==> src/design/arp_pkg.sv <==
// Package for the AArch64 relocation patcher: kind codes, field masks, beat types.
// No dependencies.
`timescale 1ns / 1ps

package arp_pkg;

    // Relocation kinds
    localparam logic [2:0] KIND_REL26 = 3'd0;
    localparam logic [2:0] KIND_REL19 = 3'd1;
    localparam logic [2:0] KIND_ADRP  = 3'd2;
    localparam logic [2:0] KIND_ADR   = 3'd3;
    localparam logic [2:0] KIND_REL14 = 3'd4;
    localparam logic [2:0] KIND_IMM12 = 3'd5;
    localparam logic [2:0] KIND_REL64 = 3'd6;

    // Field masks within the instruction word
    localparam logic [31:0] MASK_REL26 = 32'h03ff_ffff;
    localparam logic [31:0] MASK_REL19 = 32'h00ff_ffe0;
    localparam logic [31:0] MASK_REL14 = 32'h0007_ffe0;
    localparam logic [31:0] MASK_IMM12 = 32'h003f_fc00;

    // Request beat
    typedef struct packed {
        logic [2:0]         kind;
        logic [63:0]        old_word;
        logic signed [63:0] displacement;
        logic [63:0]        site_address;
    } arp_req_t;

    // Result beat
    typedef struct packed {
        logic [63:0] new_word;
        logic        is_wide;
    } arp_rsp_t;

endpackage

==> src/design/arp_if.sv <==
// Valid/ready channel interfaces for the relocation patcher request and result beats.
// No dependencies.
`timescale 1ns / 1ps

interface arp_req_if;
    logic               valid;
    logic               ready;
    logic [2:0]         kind;
    logic [63:0]        old_word;
    logic signed [63:0] displacement;
    logic [63:0]        site_address;

    modport source (output valid, output kind, output old_word, output displacement,
                    output site_address, input ready);
    modport sink   (input valid, input kind, input old_word, input displacement,
                    input site_address, output ready);
endinterface

interface arp_rsp_if;
    logic        valid;
    logic        ready;
    logic [63:0] new_word;
    logic        is_wide;

    modport source (output valid, output new_word, output is_wide, input ready);
    modport sink   (input valid, input new_word, input is_wide, output ready);
endinterface

==> src/design/aarch64_relocation_patcher_core.sv <==
// AArch64 relocation patcher: input register, patch logic, result register.
// Throughput: one beat per cycle while the result is not stalled, set by the single
// pass through the patch unit between the two registers.
// Reset (rst_n, asynchronous, active low) empties both stages; payload is not reset.
// Depends on arp_pkg, arp_if and arp_patch_unit.
`timescale 1ns / 1ps

module aarch64_relocation_patcher_core
    import arp_pkg::*;
(
    input  logic     clk,
    input  logic     rst_n,
    arp_req_if.sink  request,
    arp_rsp_if.source result
);

    logic     s1_valid_reg;
    logic     s1_valid_next;
    arp_req_t s1_req_reg;
    logic     out_valid_reg;
    logic     out_valid_next;
    arp_rsp_t out_rsp_reg;
    arp_rsp_t patched;
    logic     out_free;
    logic     s1_free;
    logic     accept;

    // Stall chain: a stage takes a beat when it is empty or moving on
    assign out_free      = !out_valid_reg || result.ready;
    assign s1_free       = !s1_valid_reg || out_free;
    assign request.ready = s1_free;
    assign accept        = request.valid && s1_free;

    assign s1_valid_next  = s1_free ? request.valid : s1_valid_reg;
    assign out_valid_next = out_free ? s1_valid_reg : out_valid_reg;

    arp_patch_unit u_patch (
        .req (s1_req_reg),
        .rsp (patched)
    );

    // Stage valid flags
    always_ff @(posedge clk or negedge rst_n)
    begin
        if (!rst_n)
        begin
            s1_valid_reg  <= 1'b0;
            out_valid_reg <= 1'b0;
        end
        else
        begin
            s1_valid_reg  <= s1_valid_next;
            out_valid_reg <= out_valid_next;
        end
    end

    // Payload registers
    always_ff @(posedge clk)
    begin
        if (accept)
        begin
            s1_req_reg.kind         <= request.kind;
            s1_req_reg.old_word     <= request.old_word;
            s1_req_reg.displacement <= request.displacement;
            s1_req_reg.site_address <= request.site_address;
        end
        if (out_free && s1_valid_reg)
        begin
            out_rsp_reg <= patched;
        end
    end

    assign result.valid    = out_valid_reg;
    assign result.new_word = out_rsp_reg.new_word;
    assign result.is_wide  = out_rsp_reg.is_wide;

endmodule

==> src/design/arp_patch_unit.sv <==
// Combinational patch datapath: applies one relocation to one word.
// Depends on arp_pkg.
`timescale 1ns / 1ps

module arp_patch_unit
    import arp_pkg::*;
(
    input  arp_req_t req,
    output arp_rsp_t rsp
);

    logic [31:0] op;
    logic [63:0] disp_u;
    logic [25:0] sum26;
    logic [23:0] sum19;
    logic [18:0] sum14;
    logic [63:0] site_sum;
    logic [20:0] pages;
    logic [20:0] adr_add;
    logic [20:0] imm21;
    logic [31:0] adr_word;
    logic [11:0] f12;
    logic [63:0] wide_sum;

    assign op     = req.old_word[31:0];
    assign disp_u = $unsigned(req.displacement);

    // Branch and load-literal fields: only the bits up to the field top matter
    assign sum26 = op[25:0] + disp_u[27:2];
    assign sum19 = op[23:0] + {disp_u[20:0], 3'b000};
    assign sum14 = op[18:0] + {disp_u[15:0], 3'b000};

    // Target address, shared by adrp and imm12
    assign site_sum = req.site_address + disp_u;

    // Page difference, wraps within the 21-bit field
    assign pages   = site_sum[32:12] - req.site_address[32:12];
    assign adr_add = (req.kind == KIND_ADRP) ? pages : disp_u[20:0];

    // Split immediate: immhi at 23:5, immlo at 30:29
    assign imm21 = {op[23:5], op[30:29]} + adr_add;
    always_comb
    begin
        adr_word        = op;
        adr_word[23:5]  = imm21[20:2];
        adr_word[30:29] = imm21[1:0];
    end

    // imm12: absolute when the target is zero, else add into the field
    assign f12 = (site_sum == 64'd0) ? disp_u[11:0] : (op[21:10] + site_sum[11:0]);

    assign wide_sum = req.old_word + disp_u;

    // Result select
    always_comb
    begin
        rsp.is_wide  = 1'b0;
        rsp.new_word = {32'd0, op};
        unique case (req.kind)
            KIND_REL26: rsp.new_word = {32'd0, (op & ~MASK_REL26) | {6'd0, sum26}};
            KIND_REL19: rsp.new_word = {32'd0, (op & ~MASK_REL19)
                                       | ({8'd0, sum19} & MASK_REL19)};
            KIND_REL14: rsp.new_word = {32'd0, (op & ~MASK_REL14)
                                       | ({13'd0, sum14} & MASK_REL14)};
            KIND_ADRP,
            KIND_ADR:   rsp.new_word = {32'd0, adr_word};
            KIND_IMM12: rsp.new_word = {32'd0, (op & ~MASK_IMM12) | {10'd0, f12, 10'd0}};
            KIND_REL64:
            begin
                rsp.new_word = wide_sum;
                rsp.is_wide  = 1'b1;
            end
            default:    rsp.new_word = {32'd0, op};
        endcase
    end

endmodule

==> src/flat_wrapper.sv <==
// flat-port wrapper written by rule: the top's interface ports become plain ports
module aarch64_relocation_patcher_core_flat import arp_pkg::*;
  (clk, rst_n, request_valid, request_kind, request_old_word, request_displacement, request_site_address, request_ready, result_valid, result_new_word, result_is_wide, result_ready);
  arp_req_if request_i ();
  arp_rsp_if result_i ();
  input  logic clk;
  input  logic rst_n;
  input wire logic [$bits(request_i.valid)-1:0] request_valid;
  input wire logic [$bits(request_i.kind)-1:0] request_kind;
  input wire logic [$bits(request_i.old_word)-1:0] request_old_word;
  input wire logic [$bits(request_i.displacement)-1:0] request_displacement;
  input wire logic [$bits(request_i.site_address)-1:0] request_site_address;
  output wire logic [$bits(request_i.ready)-1:0] request_ready;
  output wire logic [$bits(result_i.valid)-1:0] result_valid;
  output wire logic [$bits(result_i.new_word)-1:0] result_new_word;
  output wire logic [$bits(result_i.is_wide)-1:0] result_is_wide;
  input wire logic [$bits(result_i.ready)-1:0] result_ready;
  assign request_i.valid = request_valid;
  assign request_i.kind = request_kind;
  assign request_i.old_word = request_old_word;
  assign request_i.displacement = request_displacement;
  assign request_i.site_address = request_site_address;
  assign request_ready = request_i.ready;
  assign result_valid = result_i.valid;
  assign result_new_word = result_i.new_word;
  assign result_is_wide = result_i.is_wide;
  assign result_i.ready = result_ready;
  aarch64_relocation_patcher_core u_core (.clk(clk), .rst_n(rst_n), .request(request_i), .result(result_i));
endmodule
==> config.mk <==
export PLATFORM = sky130hd
export DESIGN_NAME = aarch64_relocation_patcher_core_flat
export DESIGN_NICKNAME = d
export VERILOG_FILES = /design/src/design/arp_pkg.sv /design/src/design/arp_if.sv /design/src/design/aarch64_relocation_patcher_core.sv /design/src/design/arp_patch_unit.sv /design/src/flat_wrapper.sv
export SDC_FILE = /design/constraint.sdc
export NUM_CORES = 1
export LEC_CHECK = 0
export BUFFER_PORTS_ARGS = -buffer_cell sky130_fd_sc_hd__buf_4
export CAP_MARGIN = 20
export CELL_PAD_IN_SITES_DETAIL_PLACEMENT = 1
export CELL_PAD_IN_SITES_GLOBAL_PLACEMENT = 1
export CORE_UTILIZATION = 50
export DETAILED_ROUTE_END_ITERATION = 12
export GPL_ROUTABILITY_DRIVEN = 0
export PLACE_DENSITY_LB_ADDON = 0.1
export SLEW_MARGIN = 20
export SYNTH_ARGS = -nofsm -noshare
export SYNTH_HDL_FRONTEND = slang
export SYNTH_SLANG_ARGS = --single-unit
==> constraint.sdc <==
create_clock -name clk -period 15.5 [get_ports clk]
set_input_delay 1.55 -clock clk [delete_from_list [all_inputs] [get_ports clk]]
set_output_delay 1.55 -clock clk [all_outputs]
set_load 0.02 [all_outputs]
* Word level (Yosys, flattened, before mapping)
Index checks and enable logic that the tools add are counted.
** Storage, ports and cells
- Flip-flop bits (word level) :: 262
- Input port bits :: 199
- Output and inout port bits :: 67
- Logic and storage cells :: 39
** Cells by class
- $add $sub $neg :: 8
- Equal/unequal tests :: 6
- Multiplexer cells :: 4
- Bitwise operators :: 4
- Reduce and logical (&&, ||, !) cells :: 9
** Operators with widths (count)
- one-hot mux 64 bit (6 select lines) :: 1
- adder 64 bit :: 2
- zero test 64 bit :: 1
- bitwise OR 32 x 19 -> 32 bit :: 1
- bitwise OR 32 x 22 -> 32 bit :: 1
- bitwise OR 32 x 24 -> 32 bit :: 1
- bitwise OR 32 x 26 -> 32 bit :: 1
- adder 26 bit :: 1
- adder 24 bit :: 1
- adder 21 bit :: 1
- 2-to-1 mux 21 bit :: 1
- subtractor 21 bit :: 1
- adder 19 bit :: 1
- adder 12 bit :: 1
- 2-to-1 mux 12 bit :: 1
- == test 3 bit, second input constant :: 3
- == test 3 x 2 -> 1 bit, second input constant :: 2
- == test 3 x 1 -> 1 bit, second input constant :: 1
- zero test 3 bit :: 1
- logical AND 1 bit :: 2
- zero test 1 bit :: 2
- logical OR 1 bit :: 2
- OR reduction 2 bit :: 1
- 2-to-1 mux 1 bit :: 1

* Longest topological paths before layout
- Word-level depth :: 5
- Gate-level depth with buffers :: 33
- Gate-level depth less buffers :: 33

* Modules after synthesis
From an unflattened synthesis, not the netlist that was laid out.
** Second synthesis, totals
- Cell total of the unflattened synthesis :: 2332
- Area total of the unflattened synthesis :: 21648.3 um^2
** Modules (own cells, without submodules)
- arp_patch_unit :: instances 1, cells an instance 2064, area an instance 13736.9 um^2, seq. area each 0.0 um^2
- aarch64_relocation_patcher_core :: instances 1, cells an instance 268, area an instance 7911.3 um^2, seq. area each 7857.5 um^2

* Worst setup path after synthesis
No wires, ideal clock.
- Path kind :: input port to flip-flop
- From :: in result_ready
- To :: reg u_core.s1_req_reg[0] (netlist name) (enable)
- Library setup time :: 0.578 ns
- Data arrival time :: 6.293 ns
- Required time :: 14.922 ns
- Setup slack :: 8.628 ns
- Stages :: 2
- Buffers on the path :: 0
- Path through :: nand3b_1 > and2_1
** On the way
- Longest elaborated chain between the ends :: 3
** Ends and longest elaborated chain
- from (decl) :: line flat_wrapper.sv:17 : input wire logic [$bits(result_i.ready)-1:0] result_ready;
- logical OR 1 bit :: line aarch64_relocation_patcher_core.sv:29 : assign out_free = !out_valid_reg || result.ready;
- logical OR 1 bit :: line aarch64_relocation_patcher_core.sv:30 : assign s1_free = !s1_valid_reg || out_free;
- logical AND 1 bit :: line aarch64_relocation_patcher_core.sv:32 : assign accept = request.valid && s1_free;
- via u_core.accept :: line aarch64_relocation_patcher_core.sv:26 : logic accept;
- to (decl) :: line aarch64_relocation_patcher_core.sv:19 : arp_req_t s1_req_reg;
The timed path passes the listed nets, and every way through them passes these cells.
A chain may end at the register's enable or synchronous reset.

==> run_results.csv <==
group,metric,value,unit
drt,dr.first_iter.drc_count,1528,
timing,maxSlewHeadroom,19.4,%
clocking,clk_pin_slew,70,ps
hold_path,hp-class,"reg2reg",
drt,drc,0,
drt,num_vias,19700,
timing,period_share,51.7,%
worst_setup_path,critPathTopFamily,"compound AO/OA/AOI/OAI gates",
cells_and_area,fill_cells,4702,
cells_and_area,area_growth,16.7,%
worst_setup_path,cp_common_cell,"a21oi_1",
synthesis,ys_seq_area_share,37.1,%
job,timing.max_cap.violations,0,
cells_and_area,layout-drive-gt1-share,14.7,%
clocking,clockRootBuffer,"clkbuf_16",
clocking,cts-buffers-inserted,31,
synthesis,syn_inst,2241,
synthesis,synth_area,21200,µm²
global_routing,grt_antenna_before_repair,4,
die,rows,75,
worst_setup_path,critPathMaxFanout,6,
clocking,cts.repair.resized,0,
timing,finalMaxSlewViolations,0,
hold_path,hold_path.startpoint,"u_core.s1_valid_reg",
timing,skew,25.3,ps
timing,grt_setup_unrepaired,"no",
die,fp.dieW,208,µm
global_routing,grt_overflow_total,0,
synthesis,syn-num-nets,2669,
synthesis,syn_area_per_cell,9.44,µm²
cells_and_area,fin_nets,2913,
synthesis,postSynth.asyncResetShare,0.763,%
die,core_area,41900,µm²
worst_setup_path,cp.required,15870,ps
timing,tightest_slew,1190,ps
die,io_pins,266,
worst_setup_path,cp.arrival,8380,ps
clocking,htreeDepth,1,
timing,fin_crit,8010,ps
drt,ant_nets,0,
worst_setup_path,crit_start,"u_core.s1_req_reg[64]",
worst_setup_path,worst-path-buf-inv,2,
clocking,clock_path_buffers,3,
worst_setup_path,crit_path_start_kind,"register",
power_and_ir_drop,ir_drop,101,µV
global_routing,grt_pass1_wl,122000,µm
synthesis,synth_flop_cell,"edfxtp_1",
power_and_ir_drop,p_leak,10.4,nW
worst_setup_path,crit_slowest_cell,"o41ai_1",
worst_setup_path,rr_startpoint,"u_core.s1_req_reg[64]",
worst_setup_path,crit_type,"reg2reg",
clocking,cts_setup_buffers,0,
place,portBuffers,265,
drt,firstDrtPassIters,5,
synthesis,yosysWarningCount,0,
timing,final.setup.tns,0,ps
die,die_area,43100,µm²
power_and_ir_drop,power.density,107,nW/µm²
clocking,clock_latency,620,ps
drt,viasPerCell,6.47,
worst_setup_path,worst_setup_path_end_kind,"register",
place,place_hpwl,61500,µm
clocking,cts_tree,"built",
synthesis,ys_types,88,
global_routing,grt_max_degree,80,
synthesis,synth_edf_count,260,
cells_and_area,largest_reg_flops,195,
timing,clock.fmax,125,MHz
synthesis,ys_ff_latch,262,
global_routing,grt_usage,36.3,%
clocking,cts_num_sinks,262,
drt,drt_wl_total,79500,µm
worst_setup_path,worst_path_largest_cell_delay,630,ps
cells_and_area,fin_util,59.0,%
cells_and_area,final_common_cell,"buf_4",
cells_and_area,final_cell_mix,"buf_4 (277), edfxtp_1 (260), ha_1 (223), a21oi_1 (191), nor2_1 (188)",
drt,routedWlPerCell,26.1,µm
timing,setup_viol,0,
die,die_h,208,µm
global_routing,grt_pass1_vias,20900,
clocking,cts_hold_buf,0,
die,start_util,50.6,%
outcome,status,"finished clean",
timing,hold_violations,0,
-- worst paths after layout --
check	endpoint	slack, ps	cells past startpoint
worst max-delay path	u_core.result.new_word[20]	7490	32
worst min-delay path	u_core.result.valid	500	1
worst max register to register	u_core.result.new_word[20]	7490	32
worst min register to register	u_core.result.valid	500	1
max in group asynchronous	u_core.s1_valid_reg	14700	1
min in group asynchronous	u_core.result.valid	710	1
-- cell type report --
cell class | instances | area (µm²) | share of cell area, %
repair buffers | 277 | 2080 | 8.42
inverters | 87 | 327 | 1.32
flip-flops and latches | 262 | 7860 | 31.8
clock buffers | 40 | 850 | 3.44
well taps | 539 | 674 | 2.73
multi-input cells | 1826 | 12700 | 51.4
diodes | 2 | 5.00 | 0.0203
clock inverters | 18 | 205 | 0.831
-- per-layer routing --
metal	vias up	wire length, µm	track usage (%)
met1	9709	31100	43.4
li1	8986	-	-
met5	-	42	0
met3	242	5440	6.31
met4	6	4950	20.2
met2	797	37900	62.1
-- Yosys cell counts (22+ instances only) --
cell type,count,area (µm²)
o21a_1,34,255
xnor2_1,109,955
nor3_1,54,270
o21bai_1,27,203
clkbuf_1,50,188
a21o_1,96,721
o21ai_0,156,781
a31oi_1,29,181
nor2_1,188,706
or3_1,25,156
xor2_1,69,604
a211oi_1,22,165
nand4_1,31,194
edfxtp_1,260,7810
nor2b_1,25,156
ha_1,223,2790
inv_1,87,327
a21oi_1,191,956
nand3_1,64,320
nand2_1,169,634
-- stage by stage --
step / instance area [µm²] / instances / total power, W / setup WS [ps] / hold WS [ps]
2_1_floorplan: 21200 / 2241 / 0.00154 / 8630 / 449
3_3_place_gp: 23600 / 2991 / 0.00180 / 8000 / 461
4_1_cts: 24700 / 3049 / 0.00263 / 7590 / 497
5_1_grt: 24700 / 3049 / 0.00275 / 6990 / 522
6_report: 24700 / 3051 / 0.00264 / 7490 / 500
3_5_place_dp: 23600 / 2991 / 0.00185 / 7640 / 484
-- cells by family after synthesis --
family	after synthesis	synth area share (%)
fa+ha+maj	229	13.8
buf+inv	153	2.89
xor+xnor	178	7.37
mux	11	0.544
flops	262	37.1
compound gates	732	22.6
simple gates	676	15.7
-- where the power goes --
group	leakage, nW	switching (W)	internal [W]
sequential	2.53	0.0000585	0.000849
clock	0.525	0.000321	0.000452
combinational	7.34	0.000572	0.000383
total	10.4	0.000951	0.00168
-- worst register-to-register path: cells and delay by family, from the launching register on --
kind / cells / cell delay [ps]
AO/OA/AOI/OAI: 14 / 3850
adder cells (fa/ha/maj): 5 / 1650
AND/OR/NAND/NOR: 9 / 1230
flip-flops: 1 / 530
XOR/XNOR: 2 / 380
buffers and inverters: 2 / 120
No activity file was read; power rests on OpenSTA's default activity.
